<file path="config.mk">
export PLATFORM = sky130hd
export DESIGN_NAME = bps_back
export DESIGN_NICKNAME = d
export VERILOG_FILES = /design/src/rtl/bps_pkg.sv /design/src/rtl/bps_back.sv
export VERILOG_INCLUDE_DIRS = /design/src /design/src/rtl
export SDC_FILE = /design/constraint.sdc
export NUM_CORES = 1
export LEC_CHECK = 0
export BUFFER_PORTS_ARGS = -buffer_cell sky130_fd_sc_hd__buf_4
export CORE_ASPECT_RATIO = 0.6
export CORE_MARGIN = 10
export CORE_UTILIZATION = 30
export DETAILED_ROUTE_END_ITERATION = 8
export REMOVE_ABC_BUFFERS = 1
export SYNTH_ARGS = -nofsm -noshare
export SYNTH_HDL_FRONTEND = slang
export SYNTH_SLANG_ARGS = --single-unit
export TNS_END_PERCENT = 5
</file>
<file path="constraint.sdc">
create_clock -name clk -period 19.05 [get_ports clk]
set_input_delay 0.9525 -clock clk [delete_from_list [all_inputs] [get_ports clk]]
set_output_delay 0.9525 -clock clk [all_outputs]
set_load 0.02 [all_outputs]
</file>
<file path="src/rtl/bilinear_pixel_sampler_macros.svh">
// assertion macros shared by the sampler modules
`ifndef BILINEAR_PIXEL_SAMPLER_MACROS_SVH
`define BILINEAR_PIXEL_SAMPLER_MACROS_SVH

// same-cycle implication, checked on every rising edge out of reset
`define BPS_ASSERT_SAME(label, ante, cons, msg) \
    label: assert property (@(posedge clk) disable iff (!rst_n) (ante) |-> (cons)) \
        else $error(msg);

// next-cycle implication, checked on every rising edge out of reset
`define BPS_ASSERT_NEXT(label, ante, cons, msg) \
    label: assert property (@(posedge clk) disable iff (!rst_n) (ante) |=> (cons)) \
        else $error(msg);

`endif

</file>
<file path="src/rtl/bps_pkg.sv">
// shared constants, types and helpers of the bilinear pixel sampler
`timescale 1ns / 1ps
`default_nettype none

package bps_pkg;

    // image geometry and coordinate format
    localparam int MAX_WIDTH     = 256;
    localparam int MAX_HEIGHT    = 256;
    localparam int FRACTION_BITS = 8;

    // fixed field widths
    localparam int PIX_W    = 8;
    localparam int COORD_W  = 18;
    localparam int CFG_W    = 9;
    localparam int OUT_W    = 24;
    localparam int S_DATA_W = 64;

    // input beat layout, lowest bit first
    localparam int COL_LSB = 0;
    localparam int ROW_LSB = COL_LSB + 8;
    localparam int VAL_LSB = ROW_LSB + 8;
    localparam int X_LSB   = VAL_LSB + PIX_W;
    localparam int Y_LSB   = X_LSB + COORD_W;

    // derived widths
    localparam int COL_W    = $clog2(MAX_WIDTH);
    localparam int ROW_W    = $clog2(MAX_HEIGHT);
    localparam int IP_W     = (COL_W > ROW_W) ? COL_W : ROW_W;
    localparam int W_SIZE_W = $clog2(MAX_WIDTH + 1);
    localparam int H_SIZE_W = $clog2(MAX_HEIGHT + 1);
    localparam int BANK_AW  = (COL_W - 1) + (ROW_W - 1);
    localparam int BANK_DEPTH = 1 << BANK_AW;
    localparam int NUM_BANKS  = 4;

    // interpolation arithmetic
    localparam int WGT_W   = FRACTION_BITS + 1;
    localparam int H_W     = PIX_W + FRACTION_BITS;
    localparam int ACC_W   = PIX_W + 2 * FRACTION_BITS;
    localparam int OUT_FRAC = 16;
    localparam int OUT_SHR = (2 * FRACTION_BITS > OUT_FRAC) ? 2 * FRACTION_BITS - OUT_FRAC : 0;
    localparam int OUT_SHL = (2 * FRACTION_BITS < OUT_FRAC) ? OUT_FRAC - 2 * FRACTION_BITS : 0;

    // queue between front and back
    localparam int QUEUE_DEPTH = 4;
    localparam int QPTR_W      = $clog2(QUEUE_DEPTH);
    localparam int QCNT_W      = $clog2(QUEUE_DEPTH + 1);

    // item kinds
    localparam logic MODE_WRITE  = 1'b0;
    localparam logic MODE_SAMPLE = 1'b1;

    // register indexes
    localparam logic REG_WIDTH  = 1'b0;
    localparam logic REG_HEIGHT = 1'b1;

    localparam logic [CFG_W-1:0] CFG_RESET = CFG_W'(256);

    // neighbourhood and weights of one sample
    typedef struct packed {
        logic [PIX_W-1:0]         p00;
        logic [PIX_W-1:0]         p10;
        logic [PIX_W-1:0]         p01;
        logic [PIX_W-1:0]         p11;
        logic [FRACTION_BITS-1:0] fx;
        logic [FRACTION_BITS-1:0] fy;
    } quad_t;

    // samples still inside the front pipeline
    typedef struct packed {
        logic s1_busy;
        logic s2_busy;
    } front_stat_t;

    // clamped coordinate
    typedef struct packed {
        logic [IP_W-1:0]          ipart;
        logic [FRACTION_BITS-1:0] frac;
    } coord_t;

    // clamp to [0, size-1] and split into integer part and fraction
    function automatic coord_t split_coord(input logic signed [COORD_W-1:0] c,
                                           input logic [31:0] size);
        logic [31:0] mag;
        logic [31:0] lim;
        logic [31:0] v;
        coord_t      r;
        mag = 32'(c[COORD_W-2:0]);
        lim = size << FRACTION_BITS;
        if (c[COORD_W-1])
            v = '0;
        else if (mag >= lim)
            v = (size - 32'd1) << FRACTION_BITS;
        else
            v = mag;
        r.ipart = IP_W'(v >> FRACTION_BITS);
        r.frac  = FRACTION_BITS'(v);
        return r;
    endfunction

endpackage

`default_nettype wire

</file>
<file path="src/rtl/bps_back.sv">
// back: bilinear weighting of the neighbourhood and the output register
`timescale 1ns / 1ps
`default_nettype none
`include "bilinear_pixel_sampler_macros.svh"

module bps_back (
    input  wire logic                      clk,
    input  wire logic                      rst_n,
    input  wire logic                      head_valid,
    input  wire bps_pkg::quad_t            head_item,
    output logic                           pop,
    output logic                           m_tvalid,
    input  wire logic                      m_tready,
    output logic [bps_pkg::OUT_W-1:0]      m_tdata
);

    import bps_pkg::*;

    localparam logic [WGT_W-1:0] ONE = WGT_W'(1 << FRACTION_BITS);

    logic                     b1_valid_reg, b1_valid_next;
    logic [H_W-1:0]           b1_top_reg, b1_top_next;
    logic [H_W-1:0]           b1_bot_reg, b1_bot_next;
    logic [FRACTION_BITS-1:0] b1_fy_reg;
    logic                     out_valid_reg, out_valid_next;
    logic [OUT_W-1:0]         out_data_reg, out_data_next;

    logic             adv;
    logic [WGT_W-1:0] wx0, wx1, wy0, wy1;
    logic [ACC_W-1:0] acc;

    // the whole back moves when the output slot is free or taken
    assign adv = !out_valid_reg || m_tready;
    assign pop = adv && head_valid;

    // horizontal pass: top and bottom rows weighted by the x fraction
    always_comb
    begin
        wx1 = WGT_W'(head_item.fx);
        wx0 = ONE - wx1;
        b1_valid_next = head_valid;
        b1_top_next = H_W'((H_W + 1)'(head_item.p00) * (H_W + 1)'(wx0)
                         + (H_W + 1)'(head_item.p10) * (H_W + 1)'(wx1));
        b1_bot_next = H_W'((H_W + 1)'(head_item.p01) * (H_W + 1)'(wx0)
                         + (H_W + 1)'(head_item.p11) * (H_W + 1)'(wx1));
    end

    // vertical pass and scaling to q8.16
    always_comb
    begin
        wy1 = WGT_W'(b1_fy_reg);
        wy0 = ONE - wy1;
        acc = ACC_W'((ACC_W + 1)'(b1_top_reg) * (ACC_W + 1)'(wy0)
                   + (ACC_W + 1)'(b1_bot_reg) * (ACC_W + 1)'(wy1));
        out_valid_next = b1_valid_reg;
        out_data_next  = OUT_W'((32'(acc) << OUT_SHL) >> OUT_SHR);
    end

    always_ff @(posedge clk or negedge rst_n)
    begin
        if (!rst_n)
        begin
            b1_valid_reg  <= 1'b0;
            out_valid_reg <= 1'b0;
        end
        else if (adv)
        begin
            b1_valid_reg  <= b1_valid_next;
            out_valid_reg <= out_valid_next;
        end
    end

    always_ff @(posedge clk)
    begin
        if (adv)
        begin
            b1_top_reg   <= b1_top_next;
            b1_bot_reg   <= b1_bot_next;
            b1_fy_reg    <= head_item.fy;
            out_data_reg <= out_data_next;
        end
    end

    assign m_tvalid = out_valid_reg;
    assign m_tdata  = out_data_reg;

    `BPS_ASSERT_NEXT(a_b1_hold, b1_valid_reg && !adv, b1_valid_reg, "weighted row dropped while stalled")

endmodule

`default_nettype wire

</file>
==> summary.txt, run 1 <==
Status: finished clean
Storage element area: 1970 sq um
Avg Synthesized Cell Area: 9.33 sq um
Data required, critical path: 19230 ps
Minimum hold slack: 350 ps
Startpoint class of the critical path: flip-flop
Number of port buffers: 77
Share of cells above drive strength 1: 5.98%
DR WL/cell: 16.5 um
First DRT Iteration DRCs: 816
First-pass GRT wire length: 81400 um
Final Cell Area: 22000 sq um
Die Y: 221 um
Initial antenna violation count: 0
Syn. warnings: 0
Gpl congestion: 0.847
Clock latency on the worst-skew pair: 380 ps
Fmax: 133 MHz
Reg2reg start: b1_fy_reg[1]$_DFFE_PN_
Critical-path maximum fanout: 18
Gr usage total: 13.2%
Post-CTS Repair Setup Buffers: 0
GR Overflow Total: 0
R2R depth: 21
Max cap viols: 0
Slew margin rel.: 26.7%
Number of global-route vias before repair: 14098
Post-synthesis cell type count: 57
R2R Setup Slk: 11530 ps
Synth Register Bits: 66
Final-layout fill cell count: 6833
Setup Skew: 11.5 ps
Post-route ant nets: 0
Antenna diodes: 0
Hold_buf cts: 0
Root Buffer Master: clkbuf_16
# rows: 73
Pre-antenna DRT Iters: 4
Pins Over Slew Limit: 0
Asr flop ratio synth: 3.03%
Die Wd: 354 um
RSZ-0062 raised after global routing: false
RR Endpoint: m_tdata[22]$_DFFE_PN_
Mapped Cells: 2156
Critical path class: reg -> reg
P&R area growth vs syn: 9.29%
Total Wirelength: 51000 um
Clock sink count: 66
Initial Util: 30.3%
CTS Buffer Depth: 2
Clock H-tree levels: 3
Top-level I/O count: 78
Worst path arrival time: 7700 ps
Final period utilization: 39.5%
Pin count of the biggest net entering global routing: 68
HPWL Detailed: 43100 um
Share of the yosys chip area belonging to registers: 9.81%
Number of CTS-inserted buffers: 9
Period minus WS final: 7520 ps
Capturing element type of the critical path: flip-flop
Tightest Pin Transition: 1090 ps
CTS tree: yes
Cell Area, Synth: 20100 sq um
Footprint of the multi-input gates: 15800 sq um
Final-report setup violation count: 0
Nets: 2865
Post-CTS Resized: 0
Setup TNS: 0 ps
EDFF count, synth: 64
Top FF cell, synth: edfxtp_1
DRC: 0
Final hold viol count: 0
Max reg flops: 24
Vias per cell: 4.42
Clock Pin Slew Worst Setup and Hold Paths: 60 ps
Die area: 78100 sq um
CORE AREA: 66300 sq um
Via count: 13658
Hold WC Path Type: in -> async
Dpl cell area: 21700 sq um
-- cells in the mapped netlist (3+ instances only) --
cell      number  area [sq um]
clkbuf_1      46           173
and2_1       292          1830
inv_1        557          2090
nand4_1        5          31.3
xnor2_1       48           420
nor3_1         8          40.0
nor3_2         3          30.0
o21ai_0       20           100
buf_2         10          50.1
a21oi_1       31           155
xor2_1        21           184
edfxtp_1      64          1920
nor2b_1        3          18.8
nand2b_1       5          31.3
a21o_1        14           105
a31oi_1        8          50.1
a311oi_1       4          35.0
buf_1         16          60.1
nand2_1      277          1040
o311ai_0       3          26.3
ha_1         204          2550
a211oi_1       4          30.0
nand3_1       11          55.1
and2b_1        3          22.5
o21a_1         6          45.0
nor2_1        33           124
fa_1         423          8470
-- logic make-up (layout without fill, tap and decap cells) --
| family | after synthesis | in the layout | synth area share, % |
|---|---|---|---|
| buffers and inverters | 629 | 664 | 11.8 |
| AO/OA/AOI/OAI | 108 | 108 | 3.86 |
| XOR/XNOR | 69 | 69 | 3.01 |
| AND/OR/NAND/NOR | 655 | 655 | 16.6 |
| flip-flops | 66 | 66 | 9.81 |
| adder cells (fa/ha/maj) | 627 | 627 | 54.8 |
| multiplexers | 2 | 2 | 0.112 |
-- final cells by class --
| class | instances | area share [%] |
|---|---|---|
| clock inverters | 7 | 0.427 |
| repair buffers | 91 | 3.11 |
| multi-input cells | 1461 | 71.8 |
| flip-flops and latches | 66 | 8.97 |
| well taps | 900 | 5.12 |
| clock buffers | 9 | 1.02 |
| inverters | 557 | 9.51 |
-- stage by stage --
step,cells,setup slack (ps),util (%)
6_report,3091,11530,33.1
5_1_grt,3091,10960,33.1
4_1_cts,3091,11470,33.1
3_5_place_dp,3075,11260,32.7
3_3_place_gp,3075,11340,32.7
2_1_floorplan,2084,12320,-
-- critical path: stages, from the launching register on --
cell and delay (ps):
edfxtp_1 770, inv_1 140, ha_1 250, nand3_1 130, xor2_1 850, and2_1 260, fa_1 420, inv_1 80
fa_1 480, fa_1 640, inv_1 90, fa_1 450, fa_1 510, inv_1 50, fa_1 470, inv_1 40
ha_1 360, and2_2 220, nand3_1 120, a311oi_1 460, a21oi_1 220, o311ai_1 320
-- routing by layer --
metal	global-route usage [%]	share of wire (%)	vias up
met2	17.4	38	408
met5	0	0	-
met1	20.9	52	6821
met4	1.48	0.70	0
li1	-	-	6409
met3	4.44	9.6	20
-- layout by cell type (no fill, tap or decap), types with 5 or more instances in the layout --
cell type	instances
xor2_1	21
a21o_1	14
o21ai_0	20
a21oi_1	31
buf_4	91
fa_1	423
nand4_1	5
nor3_1	8
ha_1	204
nand3_1	11
o21a_1	6
clkbuf_16	9
edfxtp_1	64
and2_1	292
nor2_1	33
xnor2_1	46
inv_1	557
a31oi_1	8
nand2_1	277
-- worst max path at each step --
stage / endpoint / start / slack [ps] / cells after the start
2_1_floorplan: m_tdata[19]$_DFFE_PN_ / b1_fy_reg[0]$_DFFE_PN_ / 12320 / 20
3_3_place_gp: b1_top_reg[14]$_DFFE_PN_ / head_item[8] / 11340 / 22
3_5_place_dp: b1_top_reg[14]$_DFFE_PN_ / head_item[8] / 11260 / 22
4_1_cts: m_tdata[22]$_DFFE_PN_ / b1_fy_reg[1]$_DFFE_PN_ / 11470 / 21
5_1_grt: m_tdata[22]$_DFFE_PN_ / b1_fy_reg[1]$_DFFE_PN_ / 10960 / 21
6_report: m_tdata[22]$_DFFE_PN_ / b1_fy_reg[1]$_DFFE_PN_ / 11530 / 21
Power of run 1 is left out: the tool's default activity adds up to more than one toggle a clock period on the data nets, which glitch-free logic cannot reach.
==> run 2, diff against run 1 <==
- clock period: 19.05 -> 7.4 ns (I/O delays scaled with it)
==> summary.txt, run 2 (same netlist as run 1, synthesis figures left out) <==
Status: finished clean
Final-layout fill cell count: 6920
Clock latency on the worst-skew pair: 380 ps
Max reg flops: 24
Nets: 2881
Crit-path max cell delay: 890 ps
# rows: 73
Number of port buffers: 77
DR WL/cell: 16.3 um
CTS Buffer Depth: 2
P&R area growth vs syn: 9.71%
Final hold viol count: 0
Pin count of the biggest net entering global routing: 68
Data required, critical path: 7510 ps
Startpoint class of the critical path: flip-flop
Total Wirelength: 50700 um
Worst path arrival time: 6960 ps
Hold WC Path Type: in -> reg
Number of global-route vias before repair: 14101
Vias per cell: 4.37
Setup ws final: 548 ps
Slowest cell on the critical path: xnor2_1
First DRT Iteration DRCs: 770
Place WS: 611 ps
Initial antenna violation count: 2
Top-level I/O count: 78
Pins Over Slew Limit: 0
Final period utilization: 92.6%
First-pass GRT wire length: 82000 um
Critical path class: reg -> reg
Fmax: 146 MHz
Slew margin rel.: 22.8%
Crit-path cells: nor2_2 -> nand3_1 -> nor4_2 -> xnor2_1 -> and2_1 -> fa_1 -> inv_1 -> fa_1 -> fa_1 -> inv_1 -> fa_1 -> fa_1 -> inv_1 -> fa_1 -> inv_1 -> ha_1 -> a21o_1 -> a211oi_2 -> o22a_2 -> o21ai_4 -> a2111oi_4 -> nor3_2
Leading cell types in the layout, fill and taps excluded: inv_1 (557), fa_1 (423), and2_1 (292), nand2_1 (277), ha_1 (204)
Max cap viols: 0
Die area: 78100 sq um
GR Overflow Total: 0
Tightest Pin Transition: 1150 ps
Clock Pin Slew Worst Setup and Hold Paths: 60 ps
RSZ-0062 raised after global routing: false
CORE AREA: 66300 sq um
Via count: 13579
Gpl congestion: 0.877
Setup Skew: 16.6 ps
Critical-path maximum fanout: 16
Post-CTS Repair Setup Buffers: 0
Capturing element type of the critical path: flip-flop
Root Buffer Master: clkbuf_16
Gr usage total: 13.3%
Share of cells above drive strength 1: 6.52%
Die Wd: 354 um
Clock sink count: 66
Period minus WS final: 6850 ps
Post-CTS Resized: 0
Initial Util: 30.3%
Final-report setup violation count: 0
Final Core Density: 33.3%
DRC: 0
CTS tree: yes
Antenna diodes: 0
HPWL Detailed: 43300 um
Most common cell after layout, fill and taps aside: inv_1
Post-route ant nets: 0
Pre-antenna DRT Iters: 5
Most frequent CP cell: fa_1
Setup TNS: 0 ps
Clock H-tree levels: 3
Die Y: 221 um
Number of CTS-inserted buffers: 9
[run 2: cell count changes in the layout (fill, tap and decap cells not counted), sizes merged]
cell / before / now
buf: 91 / 106
bufinv: 2 / 1
clkbuf: 9 / 10
clkinv: 4 / 3
clkinvlp: 1 / 2
dlygate4sd3: 0 / 1
[run 2: timing repair]
| item | CTS | global route |
|---|---|---|
| hold buffers | 1 | 0 |
| setup endpoints to repair | 0 | 0 |
| endpoints found under the hold margin | 2 | 0 |
[run 2: layout make-up]
class,instances,area [sq um],area share (%)
sequential,66,1970,8.94
tap,900,1130,5.10
timing repair buffer,107,806,3.65
multi-input combinational,1461,15800,71.5
clock buffer,10,229,1.04
clock inverter,6,67.6,0.306
inverter,557,2090,9.48
[run 2: routing by layer]
metal	GRT usage [%]	part of all wire (%)
met1	21.6	54
met2	17.3	37
met3	3.77	8.0
met4	1.05	0.30
met5	0	0
[run 2: metrics by stage]
stage	cells	area (sq um)	hold slack [ps]
finish	3107	22100	173
detailed placement	3090	21800	156
global route	3107	22100	153
global placement	3090	21800	155
CTS	3107	22100	155
floorplan	2084	19800	74.4
[run 2: path summary, 6_finish.rpt]
check / start / endpoint / slack (ps) / depth (start not counted)
min: head_item[4] / b1_fy_reg[4]$_DFFE_PN_ / 170 / 1
max reg2reg: b1_fy_reg[2]$_DFFE_PN_ / m_tdata[19]$_DFFE_PN_ / 550 / 22
max in group asynchronous: rst_n / m_tvalid$_DFFE_PN0N_ / 7010 / 2
max: b1_fy_reg[2]$_DFFE_PN_ / m_tdata[19]$_DFFE_PN_ / 550 / 22
min in group asynchronous: rst_n / b1_valid_reg$_DFFE_PN0N_ / 310 / 2
min reg2reg: b1_valid_reg$_DFFE_PN0N_ / m_tvalid$_DFFE_PN0N_ / 450 / 1
[run 2: critical path, delay by kind of cell, from the launching register on]
kind	cells	cell delay [ps]
buffers and inverters	4	270
AND/OR/NAND/NOR	5	580
AO/OA/AOI/OAI	5	1130
flip-flops	1	400
adder cells (fa/ha/maj)	7	3320
XOR/XNOR	1	890
Power of run 2 is left out for the same reason.
