**src/rtl/bilinear_pixel_sampler_macros.svh**
```systemverilog
// assertion macros shared by the sampler modules
`ifndef BILINEAR_PIXEL_SAMPLER_MACROS_SVH
`define BILINEAR_PIXEL_SAMPLER_MACROS_SVH

// same-cycle implication, checked on every rising edge out of reset
`define BPS_ASSERT_SAME(label, ante, cons, msg) \
    label: assert property (@(posedge clk) disable iff (!rst_n) (ante) |-> (cons)) \
        else $error(msg);

// next-cycle implication, checked on every rising edge out of reset
`define BPS_ASSERT_NEXT(label, ante, cons, msg) \
    label: assert property (@(posedge clk) disable iff (!rst_n) (ante) |=> (cons)) \
        else $error(msg);

`endif

```
**src/rtl/bps_pkg.sv**
```systemverilog
// shared constants, types and helpers of the bilinear pixel sampler
`timescale 1ns / 1ps
`default_nettype none

package bps_pkg;

    // image geometry and coordinate format
    localparam int MAX_WIDTH     = 256;
    localparam int MAX_HEIGHT    = 256;
    localparam int FRACTION_BITS = 8;

    // fixed field widths
    localparam int PIX_W    = 8;
    localparam int COORD_W  = 18;
    localparam int CFG_W    = 9;
    localparam int OUT_W    = 24;
    localparam int S_DATA_W = 64;

    // input beat layout, lowest bit first
    localparam int COL_LSB = 0;
    localparam int ROW_LSB = COL_LSB + 8;
    localparam int VAL_LSB = ROW_LSB + 8;
    localparam int X_LSB   = VAL_LSB + PIX_W;
    localparam int Y_LSB   = X_LSB + COORD_W;

    // derived widths
    localparam int COL_W    = $clog2(MAX_WIDTH);
    localparam int ROW_W    = $clog2(MAX_HEIGHT);
    localparam int IP_W     = (COL_W > ROW_W) ? COL_W : ROW_W;
    localparam int W_SIZE_W = $clog2(MAX_WIDTH + 1);
    localparam int H_SIZE_W = $clog2(MAX_HEIGHT + 1);
    localparam int BANK_AW  = (COL_W - 1) + (ROW_W - 1);
    localparam int BANK_DEPTH = 1 << BANK_AW;
    localparam int NUM_BANKS  = 4;

    // interpolation arithmetic
    localparam int WGT_W   = FRACTION_BITS + 1;
    localparam int H_W     = PIX_W + FRACTION_BITS;
    localparam int ACC_W   = PIX_W + 2 * FRACTION_BITS;
    localparam int OUT_FRAC = 16;
    localparam int OUT_SHR = (2 * FRACTION_BITS > OUT_FRAC) ? 2 * FRACTION_BITS - OUT_FRAC : 0;
    localparam int OUT_SHL = (2 * FRACTION_BITS < OUT_FRAC) ? OUT_FRAC - 2 * FRACTION_BITS : 0;

    // queue between front and back
    localparam int QUEUE_DEPTH = 4;
    localparam int QPTR_W      = $clog2(QUEUE_DEPTH);
    localparam int QCNT_W      = $clog2(QUEUE_DEPTH + 1);

    // item kinds
    localparam logic MODE_WRITE  = 1'b0;
    localparam logic MODE_SAMPLE = 1'b1;

    // register indexes
    localparam logic REG_WIDTH  = 1'b0;
    localparam logic REG_HEIGHT = 1'b1;

    localparam logic [CFG_W-1:0] CFG_RESET = CFG_W'(256);

    // neighbourhood and weights of one sample
    typedef struct packed {
        logic [PIX_W-1:0]         p00;
        logic [PIX_W-1:0]         p10;
        logic [PIX_W-1:0]         p01;
        logic [PIX_W-1:0]         p11;
        logic [FRACTION_BITS-1:0] fx;
        logic [FRACTION_BITS-1:0] fy;
    } quad_t;

    // samples still inside the front pipeline
    typedef struct packed {
        logic s1_busy;
        logic s2_busy;
    } front_stat_t;

    // clamped coordinate
    typedef struct packed {
        logic [IP_W-1:0]          ipart;
        logic [FRACTION_BITS-1:0] frac;
    } coord_t;

    // clamp to [0, size-1] and split into integer part and fraction
    function automatic coord_t split_coord(input logic signed [COORD_W-1:0] c,
                                           input logic [31:0] size);
        logic [31:0] mag;
        logic [31:0] lim;
        logic [31:0] v;
        coord_t      r;
        mag = 32'(c[COORD_W-2:0]);
        lim = size << FRACTION_BITS;
        if (c[COORD_W-1])
            v = '0;
        else if (mag >= lim)
            v = (size - 32'd1) << FRACTION_BITS;
        else
            v = mag;
        r.ipart = IP_W'(v >> FRACTION_BITS);
        r.frac  = FRACTION_BITS'(v);
        return r;
    endfunction

endpackage

`default_nettype wire

```
**src/rtl/bps_queue.sv**
```systemverilog
// short queue of neighbourhoods between front and back
`timescale 1ns / 1ps
`default_nettype none
`include "bilinear_pixel_sampler_macros.svh"

module bps_queue (
    input  wire logic                   clk,
    input  wire logic                   rst_n,
    input  wire logic                   push,
    input  wire bps_pkg::quad_t         push_item,
    input  wire logic                   pop,
    output logic                        head_valid,
    output bps_pkg::quad_t              head_item,
    output logic [bps_pkg::QCNT_W-1:0]  count
);

    import bps_pkg::*;

    quad_t              entry_reg [QUEUE_DEPTH];
    logic [QPTR_W-1:0]  wr_ptr_reg, wr_ptr_next;
    logic [QPTR_W-1:0]  rd_ptr_reg, rd_ptr_next;
    logic [QCNT_W-1:0]  count_reg, count_next;

    // pointer and fill count update
    always_comb
    begin
        wr_ptr_next = push ? QPTR_W'(32'(wr_ptr_reg) + 32'd1 == QUEUE_DEPTH ? 32'd0
                                    : 32'(wr_ptr_reg) + 32'd1) : wr_ptr_reg;
        rd_ptr_next = pop ? QPTR_W'(32'(rd_ptr_reg) + 32'd1 == QUEUE_DEPTH ? 32'd0
                                    : 32'(rd_ptr_reg) + 32'd1) : rd_ptr_reg;
        count_next  = QCNT_W'(32'(count_reg) + 32'(push) - 32'(pop));
    end

    always_ff @(posedge clk or negedge rst_n)
    begin
        if (!rst_n)
        begin
            wr_ptr_reg <= '0;
            rd_ptr_reg <= '0;
            count_reg  <= '0;
        end
        else
        begin
            wr_ptr_reg <= wr_ptr_next;
            rd_ptr_reg <= rd_ptr_next;
            count_reg  <= count_next;
        end
    end

    // entry storage
    always_ff @(posedge clk)
    begin
        if (push)
        begin
            entry_reg[wr_ptr_reg] <= push_item;
        end
    end

    assign head_valid = (count_reg != '0);
    assign head_item  = entry_reg[rd_ptr_reg];
    assign count      = count_reg;

    `BPS_ASSERT_SAME(a_q_no_overflow, push, (count_reg != QCNT_W'(QUEUE_DEPTH)) || pop, "queue overflow")
    `BPS_ASSERT_SAME(a_q_no_underflow, pop, count_reg != '0, "queue underflow")
    `BPS_ASSERT_NEXT(a_q_grow, push && !pop, count_reg == $past(count_reg) + 1'b1, "queue count slip")

endmodule

`default_nettype wire

```
**config.mk**
```make
export PLATFORM = sky130hd
export DESIGN_NAME = bps_queue
export DESIGN_NICKNAME = d
export VERILOG_FILES = /design/src/rtl/bps_pkg.sv /design/src/rtl/bps_queue.sv
export VERILOG_INCLUDE_DIRS = /design/src /design/src/rtl
export SDC_FILE = /design/constraint.sdc
export NUM_CORES = 1
export LEC_CHECK = 0
export BUFFER_PORTS_ARGS = -buffer_cell sky130_fd_sc_hd__buf_2
export CELL_PAD_IN_SITES_DETAIL_PLACEMENT = 0
export CELL_PAD_IN_SITES_GLOBAL_PLACEMENT = 2
export CORE_UTILIZATION = 30
export DETAILED_ROUTE_END_ITERATION = 12
export HOLD_SLACK_MARGIN = 0.02
export PLACE_DENSITY = 0.65
export SYNTH_ARGS = -nofsm -noshare
export SYNTH_HDL_FRONTEND = slang
export SYNTH_SLANG_ARGS = --single-unit
```
**constraint.sdc**
```tcl
create_clock -name clk -period 2.62 [get_ports clk]
set_input_delay 0.524 -clock clk [delete_from_list [all_inputs] [get_ports clk]]
set_output_delay 0.524 -clock clk [all_outputs]
set_load 0.01 [all_outputs]
```
==> flow_summary_export.csv, run 1 <==
group,metric,value,unit
route,dr.pass1.iters,4,
run,cap_violations,0,
global_route,antenna_found_initial,2,
global_route,first_global_vias,3593,
final_layout,drive_gt1_frac,0.4776,
final_layout,multiInputGateArea,0.001291,mm^2
logic_synthesis,synth-edff-count,192,
floorplan,die_h,158.9,um
cts,cts_made_buffers,17,
place,io_buffers,103,
timing,finalCritPeriodShare,0.9420,
timing,fmax,405.2,MHz
power_and_ir_drop,ir_drop,0.3914,mV
floorplan,die_w,158.9,um
timing,slew_headroom,0.6428,
logic_synthesis,synth_top_flop_cell,"edfxtp_1",
global_route,grt_use_total,0.1136,
place,routabilityCongestion,0.6334,
worst_hold_path,hold_class,"in -> reg",
power_and_ir_drop,power_leakage,0.003066,uW
logic_synthesis,synth_area_per_cell,25.83,um^2
global_route,grt_max_degree,28,
route,route.detailed.drc,0,
final_layout,area_growth,21.13,%
cts,clkSlewWorstSetupHoldPaths,70,ps
power_and_ir_drop,powerDensity,1082,mW/mm^2
logic_synthesis,synth.top_cells.by_count,"edfxtp_1 (192), mux4_2 (48), dfrtp_1 (7), ha_1 (7), inv_1 (6)",
logic_synthesis,synth_cell_types,18,
worst_setup_path,crit_arrival,1940,ps
logic_synthesis,syn_inst,286,
timing,tightest_slew,535.8,ps
worst_setup_path,startpoint_type,"register",
power_and_ir_drop,p_total,9683,uW
cts,clock_latency,420,ps
final_layout,fillCellCount,2258,
floorplan,rows,57,
route,routedWlPerCell,18.02,um
floorplan,dieArea,0.02526,mm^2
logic_synthesis,seq_area_frac_synth,0.8041,
final_layout,seq_area,0.005946,mm^2
floorplan,core,0.02425,mm^2
floorplan,io_pins,104,
timing,rsz0062_at_grt,"false",
cts,htree_levels,4,
worst_setup_path,worstSetupPathType,"reg -> out",
route,ant_nets,0,
timing,fin_skew,5.822,ps
run_status,status,"complete, no violations",
logic_synthesis,yosys.cell_count.top_type,"edfxtp_1",
logic_synthesis,synth_nets,346,
worst_setup_path,required,2100,ps
timing,slew_violations,0,
logic_synthesis,yosys_warnings,0,
logic_synthesis,synthTopCellsByArea,"edfxtp_1 (78%), mux4_2 (15%), dfrtp_1 (2.4%)",
global_route,grt_pass1_wl,21230,um
logic_synthesis,synth_top_cell_by_area,"edfxtp_1",
timing,setup_viol,0,
timing,finalCriticalPeriod,2468,ps
route,wirelength,13520,um
worst_setup_path,cp_max_fo,27,
route,num_vias,3301,
logic_synthesis,syn_area,0.007388,mm^2
timing,setup_tns,0,ps
final_layout,largest_register_ffs,192,
logic_synthesis,netlist.area_leader.share,0.7804,
logic_synthesis,ys_ff_latch,199,
cts,cts_tree,"yes",
cts,cts_buffer_depth,2,
route,drt_iter0_markers,152,
final_layout,nets,473,
cts,cts_root_buf,"clkbuf_16",
global_route,grt_overflow_total,0,
floorplan,initial_utilization,0.3047,
route,drt-vias-per-instance,4.401,
logic_synthesis,synthArstFlopShare,0.03518,
cts,cts.sinks,199,
worst_setup_path,worstSetupEndpointType,"output pin",
timing,hold_viol,0,
cts,cts_resized,0,
place,hpwl,8608,um
-- kinds of logic (layout without fill, tap and decap cells) --
kind of cell    after synthesis  after routing  share of synthesized area
mux                          50             50                     0.1494
simple gates                  8              8                   0.006434
other cells                   0              1                          0
compound gates                2              2                   0.001355
buf+inv                      17            156                    0.02185
xor+xnor                      2              2                   0.002371
flops                       199            199                     0.8041
fa+ha+maj                     8              8                    0.01456
-- cells in the final DEF (no fill, tap or decap) --
cell type,netlist,routed
edfxtp_1,192,192
clkbuf_16,0,17
or3_1,1,1
dfrtp_1,7,5
fa_1,1,1
buf_4,1,10
nand2_1,1,1
dlygate4sd3_1,0,1
nor2_1,1,1
mux4_2,48,48
clkinv_1,0,1
o21ai_0,2,2
buf_12,5,5
dfrtp_2,0,1
clkinv_2,0,4
or3b_2,1,1
xnor2_1,2,2
clkbuf_1,0,2
bufinv_16,0,3
ha_1,7,7
buf_2,4,103
inv_6,0,4
inv_1,6,6
and2_2,0,4
mux2_2,2,2
dfrtp_4,0,1
diode_2,0,1
-- repair_timing --
item / CTS / global route
endpoints found under the setup margin: 30 / 0
setup buffers: 3 / 0
endpoints found under the hold margin: 7 / 0
hold buffers: 1 / 0
-- stage by stage --
stage	hold WS (ps)	util	cell area [um^2]	cells	worst slack, ps
after floorplan	228.4	-	7388	286	443.8
after detailed placement	374.4	0.3437	8333	714	414.4
after global placement	367.4	0.3437	8333	714	418.7
final	314.2	0.3691	8950	750	151.9
after global routing	292.6	0.3690	8947	749	28.67
after CTS	287.2	0.3690	8947	749	72.02
-- worst paths after layout --
check / from / end / slack (ps) / cells past startpoint
setup / recovery: rd_ptr_reg[1] / head_item[15] / 150 / 3
hold / removal: push_item[44] / entry_reg[3][44] / 310 / 1
setup reg to reg: count[0] / count[2] / 910 / 8
hold reg to reg: count[2] / count[2] / 520 / 1
max in group asynchronous: rst_n / rd_ptr_reg[0] / 1970 / 2
min in group asynchronous: rst_n / count[0] / 460 / 2
-- area by class of cell --
cell class	count	share of cell area
sequential	199	0.6643
multi-input combinational	70	0.1443
timing repair buffer	119	0.07829
clock buffer	19	0.04837
tap	324	0.04530
clock inverter	12	0.01664
inverter	6	0.002516
antenna	1	0.0002796
-- power by group --
part / internal, uW / switching, uW
combinational: 1380 / 1410
clock: 1500 / 1100
sequential: 4090 / 213
total: 6960 / 2720
-- layer usage --
layer,GRT usage,routed length (um),vias to the layer above,share of wire
li1,-,-,1463,-
met1,0.1418,5885,1746,0.44
met2,0.1880,6824,76,0.50
met3,0.03829,648,14,0.048
met4,0.03278,143,2,0.011
met5,0,14,-,0.0010
-- worst max-delay path, stage by stage (launching register included) --
cell and delay [ps]:
dfrtp_2 710, buf_12 290, mux4_2 340, buf_2 160
No activity file was read; power rests on OpenSTA's default activity.
==> run 2, diff against run 1 <==
--- a/config.mk
+++ b/config.mk
@@ -11,8 +11,9 @@
 export CELL_PAD_IN_SITES_GLOBAL_PLACEMENT = 2
 export CORE_UTILIZATION = 30
 export DETAILED_ROUTE_END_ITERATION = 12
-export HOLD_SLACK_MARGIN = 0.02
 export PLACE_DENSITY = 0.65
+export RECOVER_POWER = 25
+export SETUP_SLACK_MARGIN = 0.5
 export SYNTH_ARGS = -nofsm -noshare
 export SYNTH_HDL_FRONTEND = slang
 export SYNTH_SLANG_ARGS = --single-unit
==> flow_summary_export.csv, run 2 (synthesis results as in run 1) <==
group,metric,value,unit
global_route,grt_overflow_total,0,
final_layout,area_growth,23.47,%
final_layout,antenna_cells,0,
power_and_ir_drop,powerDensity,1097,mW/mm^2
final_layout,drive_gt1_frac,0.4201,
worst_setup_path,crit_arrival,1860,ps
worst_setup_path,worstSetupPathType,"reg -> out",
power_and_ir_drop,power_leakage,0.003070,uW
timing,setup_tns,0,ps
worst_setup_path,r2r_slack,940,ps
timing,slew_headroom,0.6547,
final_layout,stdcell_count,762,
final_layout,post-route-cell-area,0.009123,mm^2
route,num_vias,3361,
timing,hold_viol,0,
floorplan,io_pins,104,
cts,cts.sinks,199,
worst_setup_path,crit_start,"rd_ptr_reg[0]",
floorplan,dieArea,0.02526,mm^2
route,dr.pass1.iters,4,
final_layout,nets,485,
timing,finalCritPeriodShare,0.9087,
floorplan,die_h,158.9,um
route,route.detailed.drc,0,
place,placed_area,0.008320,mm^2
cts,cts_buffer_depth,2,
floorplan,die_w,158.9,um
final_layout,fillCellCount,2268,
final_layout,multiInputGateArea,0.001291,mm^2
cts,clock_latency,420,ps
final_layout,largest_register_ffs,192,
place,hpwl,8526,um
global_route,grt_pass1_wl,21580,um
timing,fin_ws,239.3,ps
final_layout,seq_area,0.005948,mm^2
worst_setup_path,startpoint_type,"register",
worst_setup_path,required,2100,ps
worst_setup_path,cp_max_fo,5,
route,ant_nets,0,
route,routedWlPerCell,18.36,um
floorplan,rows,57,
worst_setup_path,timing.rr.start,"count[0]",
final_layout,final_common_cell,"edfxtp_1",
timing,rsz0062_at_grt,"true",
timing,finalCriticalPeriod,2381,ps
worst_hold_path,hold_class,"in -> reg",
final_layout,final_cell_mix,"edfxtp_1 (192), buf_2 (60), mux4_2 (48)",
timing,tightest_slew,517.9,ps
cts,clkSlewWorstSetupHoldPaths,70,ps
place,routabilityCongestion,0.6669,
route,drt-vias-per-instance,4.411,
power_and_ir_drop,ir_drop,0.3787,mV
route,wirelength,13990,um
global_route,grt_use_total,0.1165,
run,cap_violations,0,
timing,fin_skew,7.930,ps
place,post-place-ws,412.7,ps
global_route,grt_max_degree,49,
floorplan,core,0.02425,mm^2
worst_hold_path,min_from,"push_item[16]",
cts,cts_made_buffers,17,
timing,setup_viol,0,
place,io_buffers,103,
timing,fmax,420.1,MHz
global_route,antenna_found_initial,0,
cts,cts_root_buf,"clkbuf_16",
place,dpl.cell_count,714,
run_status,status,"complete, no violations",
route,drt_iter0_markers,230,
floorplan,initial_utilization,0.3047,
cts,htree_levels,4,
cts,cts_tree,"yes",
worst_setup_path,worstSetupEndpointType,"output pin",
timing,slew_violations,0,
global_route,first_global_vias,3676,
run 2: cell types whose count changed in the layout (fill, tap and decap cells not counted), moves of 2 or more:
cell / change
buf_2: -43
buf_4: +4
buf_6: +14
bufinv_16: -2
clkbuf_1: +33
clkinv_2: -3
clkinv_4: +5
inv_6: -2
inv_8: +3
run 2: area by class of cell:
| class | instances | share of cell area |
|---|---|---|
| sequential | 199 | 0.6520 |
| multi-input combinational | 70 | 0.1415 |
| timing repair buffer | 131 | 0.09697 |
| clock buffer | 19 | 0.04746 |
| tap | 324 | 0.04444 |
| clock inverter | 13 | 0.01509 |
| inverter | 6 | 0.002469 |
run 2: report_power, final:
group          switching (uW)  internal (uW)  total, uW
clock network            1160           1340       2500
registers                 146           4090       4240
logic                    1560           1710       3270
run 2: worst paths after layout:
check,end,depth (start not counted)
worst max-delay path,head_item[20],5
worst min-delay path,entry_reg[0][16],1
worst max register to register,count[2],8
worst min register to register,count[2],1
max in group asynchronous,rd_ptr_reg[0],2
min in group asynchronous,count[2],2
run 2: per-stage QoR:
| stage | total power (uW) | utilization | hold slack, ps |
|---|---|---|---|
| floorplan | 6219 | - | 228.4 |
| global placement | 7153 | 0.3431 | 375.5 |
| detailed placement | 7216 | 0.3431 | 386.4 |
| CTS | 9997 | 0.3729 | 280.8 |
| global route | 10530 | 0.3762 | 305.2 |
| finish | 10010 | 0.3762 | 321.6 |
run 2: worst max-delay path: stages (launching register included):
cell,delay (ps)
dfrtp_4,480
buf_6,140
buf_12,120
buf_12,130
mux4_2,410
buf_2,150
run 2: timing repair:
action,CTS,global route
endpoints found under the setup margin,48,48
pin swaps,0,0
setup buffers,10,3
hold endpoints to repair,7,0
cloned,1,1
resized for setup,7,18
hold buffers,1,0
run 2: routing by layer:
metal  GRT usage  wire (um)  part of all wire
met1      0.1470       6037              0.43
met5           0          0                 0
met3     0.03256        606             0.043
met2      0.1932       7207              0.52
met4     0.04021        138            0.0099
==> run 3, diff against run 2 <==
==> constraint.sdc (replaced) <==
create_clock -name clk -period 3.08 [get_ports clk]
set_input_delay 0.616 -clock clk [delete_from_list [all_inputs] [get_ports clk]]
set_output_delay 0.616 -clock clk [all_outputs]
set_load 0.01 [all_outputs]
==> flow_summary_export.csv, run 3 (synthesis results as in run 1) <==
group,metric,value,unit
run_status,status,"complete, no violations",
worst_setup_path,cpLargestDelayFamily,"multiplexers",
place,hpwl,8395,um
power_and_ir_drop,seq_power_share,0.435,
place,io_buffers,103,
final_layout,nets,471,
power_and_ir_drop,power_frac_comb,0.287,
timing,setup_viol,0,
final_layout,final_cell_mix,"edfxtp_1 (192), buf_2 (71), mux4_2 (48)",
power_and_ir_drop,powerDensity,929.4,mW/mm^2
final_layout,largest_register_ffs,192,
route,num_vias,3283,
floorplan,core,0.02425,mm^2
power_and_ir_drop,p_sw,2429,uW
floorplan,die_h,158.9,um
floorplan,rows,57,
cts,cts_made_buffers,17,
route,dr.pass1.iters,4,
worst_setup_path,cp_max_fo,18,
route,drt-vias-per-instance,4.389,
timing,fmax,410.8,MHz
final_layout,drive_gt1_frac,0.4104,
power_and_ir_drop,power_leakage,0.002974,uW
floorplan,io_pins,104,
final_layout,final_common_cell,"edfxtp_1",
timing,finalCritPeriodShare,0.7904,
final_layout,fillCellCount,2283,
cts,htree_levels,4,
cts,cts_buffer_depth,2,
worst_hold_path,hold_class,"in -> async",
worst_setup_path,max_stage_delay,550,ps
cts,cts.sinks,199,
timing,slew_headroom,0.6629,
place,routabilityCongestion,0.6438,
global_route,grt_pass1_wl,21760,um
final_layout,post-route-util,0.3676,
timing,hold_viol,0,
power_and_ir_drop,p_int,5856,uW
route,drt_iter0_markers,128,
worst_setup_path,startpoint_type,"register",
route,ant_nets,0,
power_and_ir_drop,clkPwrFrac,0.278,
timing,rsz0062_at_grt,"false",
worst_setup_path,crit_arrival,1820,ps
global_route,grt_use_total,0.1169,
route,route.detailed.drc,0,
floorplan,initial_utilization,0.3047,
worst_setup_path,cp_cell_sequence,"buf_12 -> mux4_2 -> buf_2",
timing,fin_skew,13.11,ps
worst_setup_path,timing.rr.start,"count[0]",
power_and_ir_drop,swShare,0.2932,
worst_setup_path,worstSetupPathType,"reg -> out",
final_layout,area_growth,20.66,%
global_route,first_global_vias,3652,
timing,setup_tns,0,ps
worst_setup_path,required,2460,ps
global_route,grt_max_degree,43,
worst_setup_path,crit_buf_inv,2,
floorplan,dieArea,0.02526,mm^2
cts,cts_root_buf,"clkbuf_16",
timing,tightest_slew,505.6,ps
run,cap_violations,0,
route,wirelength,13900,um
worst_setup_path,r2r_slack,1370,ps
cts,clock_latency,420,ps
cts,cts_tree,"yes",
worst_setup_path,crit_start,"rd_ptr_reg[0]",
global_route,grt_overflow_total,0,
worst_setup_path,cp_slowest_cell,"mux4_2",
timing,slew_violations,0,
worst_setup_path,worstSetupEndpointType,"output pin",
cts,clkSlewWorstSetupHoldPaths,70,ps
global_route,antenna_found_initial,1,
final_layout,antenna_cells,0,
timing,finalCriticalPeriod,2434,ps
floorplan,die_w,158.9,um
route,routedWlPerCell,18.58,um
power_and_ir_drop,ir_drop,0.3733,mV
[run 3: final cells by class]
class | count | area [um^2] | share of cell area
inverter | 6 | 22.52 | 0.002526
clock inverter | 15 | 202.7 | 0.02274
tap | 324 | 405.4 | 0.04547
clock buffer | 17 | 425.4 | 0.04772
multi-input combinational | 70 | 1291 | 0.1448
sequential | 199 | 5946 | 0.6669
timing repair buffer | 117 | 621.8 | 0.06975
[run 3: through the flow]
stage / setup WS, ps / instance area [um^2] / power, uW / hold slack (ps) / std cells
2_1_floorplan: 903.8 / 7388 / 5298 / 320.4 / 286
3_3_place_gp: 741.3 / 8308 / 6067 / 474.5 / 714
3_5_place_dp: 735.6 / 8308 / 6109 / 477.7 / 714
4_1_cts: 506.2 / 8951 / 8464 / 12.67 / 748
5_1_grt: 547.0 / 8915 / 8747 / 138.2 / 748
6_report: 645.7 / 8915 / 8286 / 128.7 / 748
[run 3: per-layer routing]
| metal | routed length (um) | track usage | vias up |
|---|---|---|---|
| met3 | 444 | 0.03308 | 7 |
| met5 | 13 | 0 | - |
| li1 | - | - | 1459 |
| met1 | 6607 | 0.1565 | 1748 |
| met4 | 105 | 0.03409 | 2 |
| met2 | 6728 | 0.1860 | 67 |
[run 3: repair_timing]
action / in CTS / in global routing
setup endpoints to repair: 35 / 12
pin swaps: 0 / 0
buffers inserted: 2 / 0
resized for setup: 0 / 1
hold buffers: 0 / 0
[run 3: power by group through the flow]
stage / Clock [uW] / Combinational (uW) / Sequential (uW)
4_1_cts: 2380 / 2470 / 3610
2_1_floorplan: 0 / 1660 / 3640
6_report: 2310 / 2380 / 3600
3_3_place_gp: 0 / 2370 / 3690
5_1_grt: 2490 / 2610 / 3640
3_5_place_dp: 0 / 2390 / 3720
[run 3: worst paths after layout]
kind                                   end  cells after the start
setup reg to reg                  count[2]                      8
max in group asynchronous    rd_ptr_reg[0]                      1
hold reg to reg                   count[2]                      1
hold / removal                    count[0]                      1
setup / recovery             head_item[38]                      3
min in group clk           entry_reg[2][1]                      1
